$ cat src/rtl/rbd_pkg.sv
// rbd_pkg: shared types and constants for the rgb box downscaler
// no dependencies
package rbd_pkg;

  localparam int DATA_W         = 8;
  localparam int PIX_W          = 3 * DATA_W;
  localparam int SF_W           = 5;
  localparam int DIM_W          = 12;
  localparam int CFG_IDX_W      = 2;
  localparam int DEF_MAX_WIDTH  = 2048;
  localparam int DEF_MAX_FACTOR = 16;

  localparam logic [CFG_IDX_W-1:0] REG_SCALE  = 2'd0;
  localparam logic [CFG_IDX_W-1:0] REG_WIDTH  = 2'd1;
  localparam logic [CFG_IDX_W-1:0] REG_HEIGHT = 2'd2;

  localparam logic [SF_W-1:0]  RST_SCALE  = 5'd2;
  localparam logic [DIM_W-1:0] RST_WIDTH  = 12'd640;
  localparam logic [DIM_W-1:0] RST_HEIGHT = 12'd480;

  typedef enum logic [1:0] {
    S_IDLE,
    S_WR,
    S_DIV,
    S_OUT
  } state_t;

  typedef struct packed {
    logic busy;
    logic done;
  } div_stat_t;

endpackage

$ cat src/rtl/rbd_div.sv
// rbd_div: three-channel restoring divider, one quotient bit per cycle
// depends on rbd_pkg
module rbd_div #(
  parameter int CW = 16,
  parameter int NW = 10
) (
  input  logic                                 clk,
  input  logic                                 rst_n,
  input  logic                                 start,
  input  logic [2:0][CW:0]                     dividend,
  input  logic [NW-1:0]                        divisor,
  output logic [2:0][rbd_pkg::DATA_W-1:0]      quot,
  output rbd_pkg::div_stat_t                   stat
);
  import rbd_pkg::*;

  localparam int XW = CW + NW + DATA_W + 1;
  localparam int SHW = $clog2(DATA_W);

  logic [2:0][CW:0]        rem_r;
  logic [2:0][DATA_W-1:0]  q_r;
  logic [NW-1:0]           d_r;
  logic [SHW-1:0]          sh_r;
  logic                    busy_r;
  logic                    done_r;
  logic [XW-1:0]           ds;

  assign ds = XW'(d_r) << sh_r;

  always_ff @(posedge clk) begin
    if (!rst_n) begin
      busy_r <= 1'b0;
      done_r <= 1'b0;
      sh_r   <= '0;
    end else begin
      done_r <= 1'b0;
      if (start) begin
        busy_r <= 1'b1;
        sh_r   <= SHW'(DATA_W - 1);
        rem_r  <= dividend;
        d_r    <= divisor;
        q_r    <= '0;
      end else if (busy_r) begin
        for (int c = 0; c < 3; c++) begin
          if (XW'(rem_r[c]) >= ds) begin
            rem_r[c]     <= (CW+1)'(XW'(rem_r[c]) - ds);
            q_r[c][sh_r] <= 1'b1;
          end
        end
        if (sh_r == '0) begin
          busy_r <= 1'b0;
          done_r <= 1'b1;
        end else begin
          sh_r <= sh_r - SHW'(1);
        end
      end
    end
  end

  assign quot      = q_r;
  assign stat.busy = busy_r;
  assign stat.done = done_r;

endmodule

$ cat config.mk
export PLATFORM = sky130hd
export DESIGN_NAME = rbd_div
export DESIGN_NICKNAME = d
export VERILOG_FILES = /design/src/rtl/rbd_pkg.sv /design/src/rtl/rbd_div.sv
export SDC_FILE = /design/constraint.sdc
export NUM_CORES = 1
export LEC_CHECK = 0
export CORE_ASPECT_RATIO = 1.1
export CORE_UTILIZATION = 49
export CTS_CLUSTER_DIAMETER = 150
export DETAILED_ROUTE_END_ITERATION = 12
export DONT_BUFFER_PORTS = 1
export SLEW_MARGIN = 20
export SYNTH_ARGS = -nofsm -noshare
export SYNTH_HDL_FRONTEND = slang
export SYNTH_SLANG_ARGS = --single-unit
export TNS_END_PERCENT = 1
$ cat constraint.sdc
create_clock -name clk -period 6.2 [get_ports clk]
set_input_delay 1.24 -clock clk [delete_from_list [all_inputs] [get_ports clk]]
set_output_delay 1.24 -clock clk [all_outputs]
set_load 0.01 [all_outputs]
After elaboration in Yosys (flattened, before gate mapping)
Cells that the tools add are included.
{ "word_totals": {"reg_bits": 90, "input_bits": 64, "out_inout_bits": 26, "wordCells": 56} }
{ "classes": {"n_addsub": 4, "order_cmp": 5, "n_eq_ne": 1, "shift": 1, "muxes": 18, "bitwise_logic": 5, "reduce_logical": 12} }
{ "ops": {"columns": ["operator", "n"], "rows": [
  [">= comparator 17 x 35 -> 1 bit", 3],
  ["two-way mux 51 bit", 2],
  ["two-way mux 17 bit", 3],
  ["subtractor 17 bit", 3],
  ["left shift 10 x 3 -> 35 bit", 1],
  ["two-way mux 24 bit", 1],
  ["two-way mux 8 bit", 3],
  ["bitwise OR 8 bit", 3],
  ["two-way mux 3 bit", 3],
  ["AND reduction 3 bit", 3],
  ["nonzero test 2 bit", 4],
  ["two-way mux 1 bit", 5],
  ["< comparator 3 x 4 -> 1 bit, second input constant", 1],
  ["AND reduction 2 bit", 2],
  ["demux 1 bit (select 3 bit)", 1],
  [">= comparator 3 x 1 -> 1 bit, second input constant", 1],
  ["zero test 3 bit", 1],
  ["OR reduction 3 bit", 1],
  ["subtractor 3 x 1 -> 3 bit, second input constant", 1],
  ["!= test 2 bit, second input constant", 1],
  ["NOT 1 bit", 2],
  ["logical AND 1 bit", 1]
]} }

Longest topological paths before layout
{ "logic_depth": {"word_depth": 7, "ltp_mapped": 14, "mapped_depth_nobuf": 12} }

Worst setup path after synthesis
OpenSTA, ideal clock, no wires.
{ "synth_path": {"kind": "register to register", "startpoint": "reg sh_r[1]", "endpoint": "reg q_r, in the netlist quot[16] (enable)", "setup_ps": 446, "arrival_time_ps": 4190, "required_ps": 5754, "path_slack_ps": 1564, "stages_incl_launch_ff": 13, "n_path_buf": 2, "synth_period_minus_slack_ps": 4636, "cell_sequence": "dfxtp_1 buf_2 clkbuf_1 a211oi_1 a21oi_1 mux2i_1 ha_1 nand2_1 o21ai_0 nand2b_1 o211ai_1 a21o_1 a211oi_1"} }
{ "synth_via": {"elab_chain_cells": 4} }
{ "synth_rtl": {"columns": ["item", "line_no", "rtl"], "rows": [
  ["start: declaration", "rbd_div.sv:23", "logic [SHW-1:0] sh_r;"],
  ["start signal: assignment", "rbd_div.sv:39", "sh_r <= SHW'(DATA_W - 1);"],
  ["start signal: assignment", "rbd_div.sv:54", "sh_r <= sh_r - SHW'(1);"],
  ["left shift 10 x 3 -> 35 bit", "rbd_div.sv:28", "assign ds = XW'(d_r) << sh_r;"],
  [">= comparator 17 x 35 -> 1 bit", "rbd_div.sv:45", "if (XW'(rem_r[c]) >= ds) begin"],
  ["nonzero test 2 bit (no line)", null, null],
  ["AND reduction 3 bit (no line)", null, null],
  ["end signal: assignment", "rbd_div.sv:42", "q_r <= '0;"],
  ["end signal: indexed assignment", "rbd_div.sv:47", "q_r[c][sh_r] <= 1'b1;"],
  ["end: declaration", "rbd_div.sv:21", "logic [2:0][DATA_W-1:0] q_r;"]
]} }
No other way between the ends.
A chain may end at the register's enable or synchronous reset.

Final worst setup path
{ "layout_path": {"startpoint": "reg sh_r[1]", "endpoint": "reg q_r, in the netlist quot[13] (enable)"} }
Same word-level chain as after synthesis.

==> results.md <==
* Outcome: complete, no violations
* EDFF count, synth at 85
* Pin count of the biggest net entering global routing at 123
* Sequential fraction of the synthesis area at 39.9%
* Post-route minimum period at 4670 ps
* Critical Path Max Stage Delay at 850 ps
* Nets@finish at 826
* GR peak layer: met2
* RSZ-0062 raised after global routing: no
* First-pass GRT wire length at 27000 um
* Buffers on Ports at 0
* Initial antenna violation count at 0
* Die Area at 14000 sq um
* Die width at 113 um
* Fin worst setup slack at 1530 ps
* YS warnings at 0
* TritonCTS Buffers at 9
* Setup tns final at 0 ps
* Maximum VDD drop at 0.000127 V
* Main flop type after synthesis: edfxtp_1
* Global Route met3 Usage at 4.72%
* Post-CTS Setup Inserts at 0
* 1st-iter DRT viols at 331
* Setup WS pre-CTS at 1560 ps
* CTS HTree Levels at 3
* Clock Path Buffers at 2
* Sw frac at 37.6%
* # diodes at 0
* Post-DP HPWL at 12900 um
* Core box area at 13200 sq um
* Max-cap viol count at 0
* Die height at 124 um
* Internal power at 1.39 mW
* RR Startpoint: sh_r[1]
* Final setup fails at 0
* Synth area leaders: edfxtp_1 (38%), ha_1 (10%), nor2_1 (5.0%), nand2_1 (4.2%), o21ai_0 (3.8%)
* Final Hold Fails at 0
* GRT Residual Overflow at 0
* CP Cell Sequence: mux2_2 > nor2_1 > a21oi_1 > mux2i_1 > ha_1 > nand4_1 > nor2_1 > o31ai_1 > o211a_2 > or3_1 > a31oi_2 > buf_4
* Clock power frac at 24.0%
* Start point of the critical path: sh_r[1]
* # DRC at 0
* Initial Utilization at 50.3%
* I/O pins at 90
* Root buffer cell: clkbuf_16
* Final setup skew at 8.55 ps
* Mapped Area at 6650 sq um
* Design area at 7030 sq um
* Cells after synthesis at 724
* Share of Yosys cell area claimed by the top area cell type at 38.4%
* Hold buffer count at CTS at 0
* List of most frequent post-synthesis cells: nor2_1 (89), edfxtp_1 (85), nand2_1 (74), ha_1 (53), o21ai_0 (51)
* Quantity of gates resized following cts at 0
* Worst-Margin Slew at 1010 ps
* Fraction of layout cells with a size suffix above 1 at 5.34%
* Nature of the critical path endpoint: flop
* HP Class: flop to flop
* Setup Crit Path Kind: flop to flop
* GRT met1 Usage at 32.9%
* Critical path arrival at 4720 ps
* Area Growth Syn to Fin at 5.78%
* #FFs+latches synth at 90
* Net load switching power at 0.836 mW
* Count leader, synth: nor2_1
* Area leader, netlist: edfxtp_1
* Post-synth net total at 844
* Worst reg2reg endpoint: quot[13]
* Clock-pin slew on the worst setup and hold paths at 70 ps
* CTS tree: done
* Clock Latency Late Sink at 360 ps
* Tcrit/Tclk final at 75.4%
* Vias per cell at 6.22
* Row count at 44
* Drt total wl at 17600 um
* Leakage at 2.70 nW
* Reg2Reg Setup Slack at 1530 ps
* RD Place Congestion at 0.945
* Clock sink total at 90
* CP max-delay cell: dfxtp_1
* Distinct cells, synth at 65
* P per Cell Area at 316 nW/um^2
* Wire per inst at 20.1 um
* Syn Area/Cell at 9.18 sq um
* Vias in the first global route at 5131
* Critical path required time at 6250 ps
* Combinational Power Share at 39.6%
* Critical Path Start Type: flop
* Crit Path Max Fanout at 23
* Via count at 5422
* Hold WS at 647 ps
* DR pass1 iterations at 4
* Area of placed instances at 6750 sq um
* Reg2reg path depth at 12
* Total GRT Usage at 25.8%
* Max Clk Rate at 0.214 GHz
* Critical path capture point: quot[13]
* M2 GR Usage at 42.0%
* Max Transition Viols Final at 0
* Cell mode on critical path: nor2_1
* Flop pwr share at 36.4%
* DRT antenna net count at 0
* Slew Limit Headroom at 32.6%
* Async SR Flop Fraction at 0%
[kinds of logic after synthesis]
| group | synth area share, % |
|---|---|
| mux | 2.99 |
| buf+inv | 3.56 |
| fa+ha+maj | 10.9 |
| compound gates | 21.3 |
| flops | 39.9 |
| xor+xnor | 3.43 |
| simple gates | 17.9 |
[placed cells by master (no fill, tap or decap), drive strengths merged, types with 3 or more instances in the layout]
| cell | Yosys | layout |
|---|---|---|
| o22ai | 3 | 3 |
| nand3 | 19 | 19 |
| nor4 | 4 | 4 |
| inv | 23 | 27 |
| o21a | 9 | 9 |
| o31ai | 9 | 9 |
| and3 | 9 | 9 |
| a2111oi | 3 | 3 |
| clkbuf | 18 | 10 |
| a21oi | 50 | 50 |
| o211a | 3 | 3 |
| dfxtp | 5 | 5 |
| nand2 | 74 | 74 |
| a21boi | 6 | 6 |
| nor2 | 89 | 89 |
| o211ai | 10 | 10 |
| and2 | 5 | 5 |
| nor3 | 19 | 19 |
| clkinv | 1 | 3 |
| fa | 3 | 3 |
| nand4 | 11 | 11 |
| buf | 15 | 4 |
| nor2b | 10 | 10 |
| a21o | 24 | 24 |
| nand2b | 12 | 12 |
| a311oi | 7 | 7 |
| o21ai | 55 | 55 |
| a31oi | 11 | 11 |
| edfxtp | 85 | 85 |
| xor2 | 11 | 11 |
| xnor2 | 15 | 15 |
| mux2i | 12 | 12 |
| ha | 53 | 53 |
| mux2 | 3 | 3 |
| o21bai | 7 | 7 |
| a211oi | 7 | 7 |
[worst max-delay path: cells and delay by family (launching register included)]
family          cells  cell delay, ps
buf+inv             1             380
fa+ha+maj           1             380
simple gates        4             800
compound gates      4             930
mux                 2            1010
flops               1             850
[sequential cells by signal, summed over array words and instances, names as in the netlist]
signal	flops
rem_r	51
quot	24
d_r	10
sh_r	3
busy_r	1
done_r	1
[final cells by class]
class	instances	area, sq um
clock inverters	6	48.8
flip-flops and latches	90	2650
inverters	24	90.1
repair buffers	4	30.0
fillers	1251	6180
clock buffers	10	229
multi-input cells	577	3780
well taps	161	201
[per-stage QoR]
| step | util (%) | instances | power, mW |
|---|---|---|---|
| 2_1_floorplan | - | 724 | 1.50 |
| 3_3_place_gp | 51.1 | 856 | 1.68 |
| 3_5_place_dp | 51.1 | 856 | 1.69 |
| 4_1_cts | 53.2 | 872 | 2.23 |
| 5_1_grt | 53.2 | 872 | 2.36 |
| 6_report | 53.2 | 872 | 2.22 |
[power by group through the flow]
stage | logic, mW | clock network (mW) | registers (mW)
6_report | 0.880 | 0.533 | 0.810
5_1_grt | 0.980 | 0.561 | 0.817
4_1_cts | 0.875 | 0.542 | 0.809
3_5_place_dp | 0.867 | 0 | 0.822
3_3_place_gp | 0.857 | 0 | 0.822
2_1_floorplan | 0.698 | 0 | 0.799
[routing by layer]
layer / wire [um] / share of wire, %
met1: 7880 / 45
met2: 8180 / 47
met3: 949 / 5.4
met4: 548 / 3.1
met5: 0 / 0
[worst min-delay path by stage]
stage / startpoint / end / cells after the start
6_report: quot[3] / quot[3] / 2
3_5_place_dp: busy_r / done_r / 2
3_3_place_gp: quot[0] / quot[0] / 2
2_1_floorplan: busy_r / done_r / 2
5_1_grt: quot[9] / quot[9] / 2
4_1_cts: quot[21] / quot[21] / 2
Note: power is estimated with default switching activity, not from simulation.
