## src/rtl/rbd_ram.sv

```systemverilog
// rbd_ram: generic single-write single-read ram with registered read data
// no dependencies
module rbd_ram #(
  parameter int W = 8,
  parameter int D = 16
) (
  input  logic                 clk,
  input  logic                 we,
  input  logic [$clog2(D)-1:0] waddr,
  input  logic [W-1:0]         wdata,
  input  logic                 re,
  input  logic [$clog2(D)-1:0] raddr,
  output logic [W-1:0]         rdata
);

  logic [W-1:0] mem [D];
  logic [W-1:0] rdata_r;

  always_ff @(posedge clk) begin
    if (we) begin
      mem[waddr] <= wdata;
    end
    if (re) begin
      rdata_r <= mem[raddr];
    end
  end

  assign rdata = rdata_r;

endmodule

```

## config.mk

```make
export PLATFORM = sky130hd
export DESIGN_NAME = rbd_ram
export DESIGN_NICKNAME = d
export VERILOG_FILES = /design/src/rtl/rbd_ram.sv
export SDC_FILE = /design/constraint.sdc
export NUM_CORES = 1
export LEC_CHECK = 0
export BUFFER_PORTS_ARGS = -buffer_cell sky130_fd_sc_hd__buf_2
export CAP_MARGIN = 10
export CORE_MARGIN = 2
export CORE_UTILIZATION = 55
export CTS_CLUSTER_SIZE = 8
export DETAILED_ROUTE_END_ITERATION = 10
export PLACE_DENSITY = 0.73
export SYNTH_ARGS = -nofsm -noshare
export SYNTH_HDL_FRONTEND = slang
export SYNTH_SLANG_ARGS = --single-unit
```

## constraint.sdc

```tcl
create_clock -name clk -period 3.4 [get_ports clk]
set_clock_uncertainty 0.2 [all_clocks]
set_input_delay 0.68 -clock clk [delete_from_list [all_inputs] [get_ports clk]]
set_output_delay 0.68 -clock clk [all_outputs]
set_load 0.05 [all_outputs]
```

* Word-level counts from Yosys, hierarchy flattened
Memory sizes are Yosys's and may differ from the RTL's. A register that Yosys moved wholly into a read port is not among the register bits. Cells that the tools add are included.
Word-level totals: register bits 0, bits in latches 0, bits in writable memories 128, bits in read-only memories 0, bits of input ports 19, output and inout port bits 8, logic and storage cells 3, memories kept 1
Memories:
- mem | depth 16, bits a word 8, read ports 1, clocked after Yosys merged registers in 1, write ports 1, RTL line 16 | logic [W-1:0] mem [D];
Operators by class: $add $sub $neg 0, multiply operators 0, divide/modulo/power cells 0, order comparisons 0, equal/unequal tests 0, shift-type cells 0, mux-type cells 2, bitwise operators 0, reductions and logical operators 0
Operators with widths (number):
- two-way mux 1 bit | 2

* Depth between registers and ports, before layout
Gate-level depths: netlist of run 1.
depth after elaboration 2, mapped depth 5, mapped depth without buffers 3

* Worst setup path after synthesis of run 1
Ideal clock, no wire load.
path type input-to-reg, start point input port waddr[2], end point memory mem[0][0], enable pin, library setup time 383 ps, arrival time 1790 ps, data required time 2817 ps, setup slack 1027 ps, cell stages on the path 2, buffers on the path 0, cells stage by stage or3b_2 nor3_1
RTL lines:
- start: declaration | RTL line 9 | input logic [$clog2(D)-1:0] waddr,
- end: declaration | RTL line 16
Straight into the memory's write port.

* Final worst setup path of run 1
start point register rdata_r[6], in the netlist rdata[6], read port of mem, end point output port rdata[6]
RTL lines:
- start: declaration | RTL line 17 | logic [W-1:0] rdata_r;
- end: declaration | RTL line 13 | output logic [W-1:0] rdata
No word-level cell between the ends.

==> impl_metrics.tcl, run 1 <==
set metrics [dict create \
    status "finished, final reports clean" \
    gp_congestion 0.765 \
    wl_mm 9.70 \
    clockBufferDepth 2 \
    clock-sinks 136 \
    cts_buffers 17 \
    power.leakage_uw 0.00204 \
    cp_top_family "flip-flops" \
    synth-seq-cells 136 \
    setup_viol 0 \
    post_cts_buffers 0 \
    layout.nets 293 \
    avgViaCountPerCell 5.96 \
    synthSimpleGateAreaFrac_pct 3.14 \
    yosysTopAreaCell "edfxtp_1" \
    die-area_sq_um 10300 \
    initialDrtViolationCount 209 \
    critPathBufInv 1 \
    drive_above_1_share_pct 30.0 \
    chipHeight_um 101 \
    startpoint "rdata[6]" \
    cts_htree_levels 4 \
    synthCells 229 \
    slew_viol_final 0 \
    cp-start-kind "register" \
    synth_area_sq_um 5230 \
    grt_max_degree 23 \
    antenna_left 0 \
    worstHoldStart "re" \
    drc_errors 0 \
    antenna_found_initial 0 \
    slowest_delay_ns 0.38 \
    ios 27 \
    area_growth_pct 16.7 \
    required_ns 2.52 \
    ys_types 18 \
    crit_arrival_ns 1.19 \
    ir_worst_vdd_v 0.000503 \
    yosys.area_share.xor_xnor_pct 0 \
    synth_area_leaders "edfxtp_1 (78%), mux4_2 (7.8%), mux4_1 (7.0%)" \
    fmax_mhz 483 \
    synth_top_family_by_area "multiplexers" \
    dpl.hpwl_mm 6.00 \
    synth_adder_area_share_pct 0 \
    first_global_vias 2496 \
    cp.depth 1 \
    hold_violations 0 \
    holdPathStages 1 \
    port_buffers 26 \
    muxShareOfSynthArea_pct 14.8 \
    hp-class "input port to register" \
    clk_pin_slew_worst_paths_ns 0.06 \
    route.vias.total 2478 \
    wl_per_cell_um 23.3 \
    crit_slowest_cell "edfxtp_1" \
    first_pass_iters 4 \
    drv_cap 0 \
    antennaDiodeCount 0 \
    hold_buffers 0 \
    synth_top_area_share_pct 78.1 \
    grt_usage_pct 21.1 \
    num_rows 35 \
    final_util_pct 66.0 \
    postSynthAreaPerCell_sq_um 22.8 \
    coreArea_sq_um 9240 \
    cts_tree "built" \
    grt_pass1_wl_mm 14.7 \
    min_period_over_period_pct 60.9 \
    tns_ns 0 \
    path_class "register to output port" \
    rr_startpoint "mem[0][5]" \
    cts_resized 0 \
    ys_seq_area_share_pct 78.1 \
    cts_root_buf "clkbuf_8" \
    ys.warnings.count 0 \
    tightest_slew_ns 0.946 \
    path_cells "buf_2" \
    power.density_nw_per_um2 640 \
    synth_nets 248 \
    synth_compound_area_share_pct 2.30 \
    crit_fanout 1 \
    endpoint_kind "output port" \
    grt-ovfl-total 0 \
    maxSlewHeadroom_pct 36.7 \
    clk_latency_ns 0.52 \
    rsz0062_at_grt "no" \
    num-fill-cells 585 \
    die_x_um 101 \
    rr_worst_depth 3 \
    period_needed_ns 2.07 \
    start_util_pct 56.6 \
]
[metrics by stage]
| step | worst slack [ns] | cells | power, uW | area (sq um) | hold slack, ns |
|---|---|---|---|---|---|
| after global placement | 0.794 | 384 | 2120 | 5510 | 0.519 |
| after CTS | 1.31 | 416 | 3930 | 6100 | 0.319 |
| final | 1.33 | 416 | 3910 | 6100 | 0.334 |
| after floorplan | 1.03 | 229 | 2060 | 5230 | 0.505 |
| after global routing | 1.25 | 416 | 4000 | 6100 | 0.323 |
| after detailed placement | 0.793 | 384 | 2130 | 5510 | 0.522 |
[area by class of cell]
type	instances	area [sq um]	share of cell area, %
flip-flops and latches	136	4080	67.0
multi-input cells	83	1060	17.3
clock buffers	18	418	6.85
repair buffers	36	205	3.36
clock inverters	14	174	2.85
well taps	129	161	2.65
[worst paths after layout]
check             end  slack (ns)
max          rdata[6]        1.33
min          rdata[2]        0.33
max reg2reg  rdata[5]        1.69
min reg2reg  rdata[3]        0.54
[synthesized netlist by cell type]
| cell type | count |
|---|---|
| nor2b_1 | 1 |
| buf_6 | 3 |
| buf_2 | 3 |
| and2b_1 | 1 |
| nand3b_1 | 2 |
| a22oi_1 | 16 |
| nand3_1 | 1 |
| edfxtp_1 | 136 |
| or3b_2 | 1 |
| nand2_1 | 9 |
| nand2b_1 | 2 |
| clkdlybuf4s25_2 | 3 |
| and2_1 | 1 |
| buf_4 | 1 |
| nor2_1 | 13 |
| mux4_2 | 18 |
| mux4_1 | 14 |
| nor3_1 | 4 |
[report_power, final]
group          leakage [uW]  internal [uW]  switching [uW]  total (uW)
combinational      0.000525           68.6             121         189
clock              0.000278           1120             694        1820
sequential          0.00124           1890            11.7        1900
total               0.00204           3080             826        3910
[state kept, by name, indices dropped and copies added, names as in the netlist]
name   flops
rdata      8
mem      128
[per-layer routing]
metal	vias to the layer above	share of wire [%]	track usage, %
met1	1283	41	28.6
met5	-	0	0
li1	1075	-	-
met3	17	5.9	6.07
met4	0	2.1	10.4
met2	103	51	31.9
[cells in the final DEF, fill, tap and decap left out, drive strengths merged]
cell      count
a22oi        16
and2          1
and2b         1
buf          36
bufinv        3
clkbuf       18
clkinv        4
clkinvlp      4
edfxtp      136
inv           3
mux4         32
nand2         9
nand2b        2
nand3         1
nand3b        2
nor2         13
nor2b         1
nor3          4
or3b          1
[kinds of logic (layout without fill, tap and decap cells)]
group | after synthesis | count (layout)
AO/OA/AOI/OAI | 16 | 16
AND/OR/NAND/NOR | 35 | 35
flip-flops | 136 | 136
multiplexers | 32 | 32
buffers and inverters | 10 | 68
No activity file was read; power rests on OpenSTA's default activity.
==> run 2: changes to the inputs <==
--- a/config.mk
+++ b/config.mk
@@ -5,13 +5,14 @@
 export SDC_FILE = /design/constraint.sdc
 export NUM_CORES = 1
 export LEC_CHECK = 0
+export ABC_AREA = 1
 export BUFFER_PORTS_ARGS = -buffer_cell sky130_fd_sc_hd__buf_2
 export CAP_MARGIN = 10
 export CORE_MARGIN = 2
 export CORE_UTILIZATION = 55
 export CTS_CLUSTER_SIZE = 8
 export DETAILED_ROUTE_END_ITERATION = 10
-export PLACE_DENSITY = 0.73
+export PLACE_DENSITY = 0.75
 export SYNTH_ARGS = -nofsm -noshare
 export SYNTH_HDL_FRONTEND = slang
 export SYNTH_SLANG_ARGS = --single-unit
==> constraint.sdc (replaced) <==
create_clock -name clk -period 1.9 [get_ports clk]
set_clock_uncertainty 0.2 [all_clocks]
set_input_delay 0.38 -clock clk [delete_from_list [all_inputs] [get_ports clk]]
set_output_delay 0.38 -clock clk [all_outputs]
set_load 0.05 [all_outputs]
==> impl_metrics.tcl, run 2 <==
set metrics [dict create \
    die-area_sq_um 11500 \
    min_period_over_period_pct 91.1 \
    cts_root_buf "clkbuf_8" \
    first_global_vias 3758 \
    crit_fanout 1 \
    regMostFlops "mem" \
    path_cells "buf_2" \
    synthTopCellsByCount "nand2_1 (173), edfxtp_1 (136), inv_1 (100)" \
    tns_ns 0 \
    hold_ws_ns 0.0769 \
    synth_nets 570 \
    fin_ws_ns 0.169 \
    drc_errors 0 \
    clock-sinks 136 \
    ys_types 11 \
    synthCells 551 \
    post_cts_buffers 0 \
    antenna_found_initial 0 \
    cp-start-kind "register" \
    antennaDiodeCount 0 \
    chipHeight_um 107 \
    area_growth_pct 16.3 \
    final-seq-area_sq_um 4080 \
    avgViaCountPerCell 5.13 \
    yosysTopAreaCell "edfxtp_1" \
    power.leakage_uw 0.00295 \
    maxSlewHeadroom_pct 60.7 \
    yosysMostFrequentCell "nand2_1" \
    critPathBufInv 1 \
    coreArea_sq_um 10300 \
    antenna_left 0 \
    crit_arrival_ns 1.15 \
    clk_pin_slew_worst_paths_ns 0.06 \
    synth-seq-cells 136 \
    async_flop_share_pct 0 \
    layout.nets 615 \
    tightest_slew_ns 0.588 \
    port_buffers 26 \
    ir_worst_vdd_v 0.000659 \
    hold_buffers 1 \
    drive_above_1_share_pct 13.0 \
    dpl.hpwl_mm 7.51 \
    largest_reg_flops 128 \
    cp_top_family "flip-flops" \
    rsz0062_at_grt "no" \
    wl_per_cell_um 16.7 \
    die_x_um 107 \
    grt_usage_pct 23.6 \
    path_class "register to output port" \
    total_power_uw 7020 \
    setup_viol 0 \
    multi_input_area_sq_um 1210 \
    postSynthAreaPerCell_sq_um 10.6 \
    grt-ovfl-total 0 \
    first_pass_iters 5 \
    power.density_nw_per_um2 1030 \
    crit_slowest_cell "edfxtp_1" \
    gp_congestion 0.845 \
    num-fill-cells 776 \
    clk_latency_ns 0.52 \
    cts_tree "built" \
    cts_resized 0 \
    drv_cap 0 \
    synth_area_leaders "edfxtp_1 (70%), nand2_1 (11%), nand3_1 (8.3%)" \
    cts_buffers 17 \
    endpoint_kind "output port" \
    synth_top_area_share_pct 69.8 \
    ys.warnings.count 0 \
    synth_edf_count 136 \
    hp-class "input port to register" \
    status "finished, final reports clean" \
    final_common_cell "nand2_1" \
    dp_worst_setup_slack_ns 0.0999 \
    final_cell_mix "nand2_1 (173), edfxtp_1 (136), inv_1 (100)" \
    period_needed_ns 1.73 \
    synth_area_sq_um 5850 \
    synth_flop_cell "edfxtp_1" \
    hold_violations 0 \
    initialDrtViolationCount 267 \
    fmax_mhz 578 \
    clockBufferDepth 2 \
    ys_seq_area_share_pct 69.8 \
    required_ns 1.32 \
    ios 27 \
    start_util_pct 56.6 \
    slew_viol_final 0 \
    slowest_delay_ns 0.40 \
    grt_pass1_wl_mm 19.7 \
    wl_mm 12.4 \
    grt_max_degree 37 \
    route.vias.total 3814 \
    num_rows 37 \
    cts_htree_levels 4 \
]
==> run 2: cell types whose count changed after synthesis, sizes merged, moves of 2 or more <==
cell,previous run,this run
a22oi,16,0
nor2,13,17
nor3,4,0
mux4,32,0
nand2,9,173
nand2b,2,0
nand3,1,97
inv,0,102
buf,7,24
clkdlybuf4s25,3,0
==> run 2: worst paths after layout <==
check	start	end	slack (ns)	cells after the start
setup / recovery	rdata[2]	rdata[2]	0.17	1
hold / removal	wdata[6]	mem[5][6]	0.08	1
setup reg to reg	mem[5][7]	rdata[7]	0.51	6
hold reg to reg	mem[10][3]	rdata[3]	0.54	6
==> run 2: kinds of logic after synthesis <==
family,after synthesis,synth area share (%)
AND/OR/NAND/NOR,289,20.8
buffers and inverters,126,9.39
flip-flops,136,69.8
==> run 2: metal layers <==
metal	track usage, %	wire (um)
met1	31.9	5490
met4	7.88	155
met3	6.75	744
met5	0	0
met2	36.9	6020
==> run 2: power by group <==
| group | total (uW) | internal, uW | switching [uW] |
|---|---|---|---|
| Combinational | 464 | 132 | 332 |
| Clock | 3160 | 1970 | 1190 |
| Sequential | 3400 | 3380 | 17.5 |
==> run 2: per-stage QoR <==
| step | area (sq um) | utilization (%) | instances |
|---|---|---|---|
| 6_report | 6800 | 65.9 | 744 |
| 5_1_grt | 6800 | 65.9 | 744 |
| 4_1_cts | 6800 | 65.9 | 744 |
| 3_5_place_dp | 6220 | 60.2 | 712 |
| 3_3_place_gp | 6220 | 60.2 | 712 |
| 2_1_floorplan | 5850 | - | 551 |
==> run 2: final cells by class <==
| cell class | count | area share (%) |
|---|---|---|
| Timing Repair Buffer | 50 | 5.52 |
| Clock buffer | 17 | 6.09 |
| Tap cell | 136 | 2.50 |
| Multi-Input combinational cell | 289 | 17.9 |
| Clock inverter | 14 | 2.34 |
| Inverter | 102 | 5.63 |
| Sequential cell | 136 | 60.1 |
==> run 3: changes to the inputs <==
--- a/config.mk
+++ b/config.mk
@@ -8,8 +8,10 @@
 export ABC_AREA = 1
 export BUFFER_PORTS_ARGS = -buffer_cell sky130_fd_sc_hd__buf_2
 export CAP_MARGIN = 10
+export CELL_PAD_IN_SITES_DETAIL_PLACEMENT = 0
+export CELL_PAD_IN_SITES_GLOBAL_PLACEMENT = 1
 export CORE_MARGIN = 2
-export CORE_UTILIZATION = 55
+export CORE_UTILIZATION = 44
 export CTS_CLUSTER_SIZE = 8
 export DETAILED_ROUTE_END_ITERATION = 10
 export PLACE_DENSITY = 0.75
==> impl_metrics.tcl, run 3 (synthesized netlist as in run 2, its figures left out) <==
set metrics [dict create \
    path_class "register to output port" \
    endpoint_kind "output port" \
    drc_errors 0 \
    power.leakage_uw 0.00294 \
    largest_reg_flops 128 \
    wl_mm 13.3 \
    crit_arrival_ns 1.09 \
    final_util_pct 51.9 \
    clk_latency_ns 0.41 \
    maxSlewHeadroom_pct 57.8 \
    hold_buffers 0 \
    layout.nets 614 \
    route.vias.total 3825 \
    cts_tree "built" \
    tightest_slew_ns 0.633 \
    cts_root_buf "clkbuf_16" \
    gp_congestion 0.795 \
    avgViaCountPerCell 4.88 \
    crit_fanout 1 \
    antenna_left 0 \
    critPathBufInv 1 \
    wl_per_cell_um 17.0 \
    clockBufferDepth 2 \
    rsz0062_at_grt "no" \
    tns_ns 0 \
    crit_slowest_cell "edfxtp_1" \
    ios 27 \
    first_global_vias 3726 \
    chipHeight_um 119 \
    grt_usage_pct 20.4 \
    first_pass_iters 5 \
    setup_viol 0 \
    status "finished, final reports clean" \
    num_rows 42 \
    hold_violations 0 \
    post_cts_buffers 0 \
    initialDrtViolationCount 318 \
    die-area_sq_um 14200 \
    grt-ovfl-total 0 \
    cts_htree_levels 4 \
    die_x_um 119 \
    start_util_pct 44.7 \
    final_cell_mix "nand2_1 (173), edfxtp_1 (136), inv_1 (100)" \
    slowest_delay_ns 0.38 \
    required_ns 1.32 \
    period_needed_ns 1.67 \
    drv_cap 0 \
    drive_above_1_share_pct 12.5 \
    min_period_over_period_pct 87.7 \
    coreArea_sq_um 13100 \
    final_common_cell "nand2_1" \
    cp_top_family "flip-flops" \
    clock-sinks 136 \
    dpl.hpwl_mm 8.11 \
    power.density_nw_per_um2 1030 \
    cts_resized 0 \
    regMostFlops "mem" \
    cp-start-kind "register" \
    slew_viol_final 0 \
    cts_buffers 17 \
    antenna_found_initial 0 \
    grt_max_degree 65 \
    path_cells "buf_2" \
    port_buffers 26 \
    fmax_mhz 600 \
    area_growth_pct 16.2 \
    grt_pass1_wl_mm 20.9 \
    ir_worst_vdd_v 0.000668 \
    antennaDiodeCount 0 \
    num-fill-cells 1138 \
    hp-class "input port to register" \
    clk_pin_slew_worst_paths_ns 0.05 \
]
run 3: cell types whose count changed in the layout (fill, tap and decap cells not counted), sizes merged:
cell and change:
clkinvlp -4, clkbuf +1, dlygate4sd3 -1, clkinv +4
run 3: cell type report:
class                           count  area (sq um)  area share, %
Tap cell                          176           220           3.24
Clock inverter                     14           138           2.03
Inverter                          102           383           5.63
Timing Repair Buffer               49           328           4.82
Multi-Input combinational cell    289          1210           17.9
Sequential cell                   136          4080           60.1
Clock buffer                       18           429           6.32
run 3: worst paths after layout:
path,from,to,slack [ns],depth (start not counted)
setup / recovery,rdata[6],rdata[6],0.23,1
hold / removal,re,rdata[3],0.15,1
setup reg to reg,mem[9][6],rdata[6],0.54,6
hold reg to reg,mem[13][5],rdata[5],0.54,6
run 3: report_power, final:
part	internal, uW	switching, uW	leakage (uW)	total [uW]
registers	3380	20.3	0.00124	3400
logic	122	340	0.00142	462
clock network	2020	1140	0.000282	3160
run 3: per-stage QoR:
step / setup WS, ns / area [sq um] / hold WS, ns / power (uW) / instances
finish: 0.234 / 6800 / 0.147 / 7020 / 784
global route: 0.188 / 6800 / 0.138 / 7250 / 784
CTS: 0.213 / 6800 / 0.132 / 7070 / 784
detailed placement: 0.0756 / 6230 / 0.527 / 3930 / 752
global placement: 0.0721 / 6230 / 0.515 / 3920 / 752
floorplan: 0.369 / 5850 / 0.279 / 3750 / 551
run 3: per-layer routing:
metal / vias to the layer above / track usage, % / part of all wire, %
li1: 1869 / - / -
met1: 1810 / 27.7 / 44
met2: 121 / 31.6 / 48
met3: 25 / 4.17 / 5.7
met4: 0 / 9.97 / 2.8
met5: - / 0 / 0
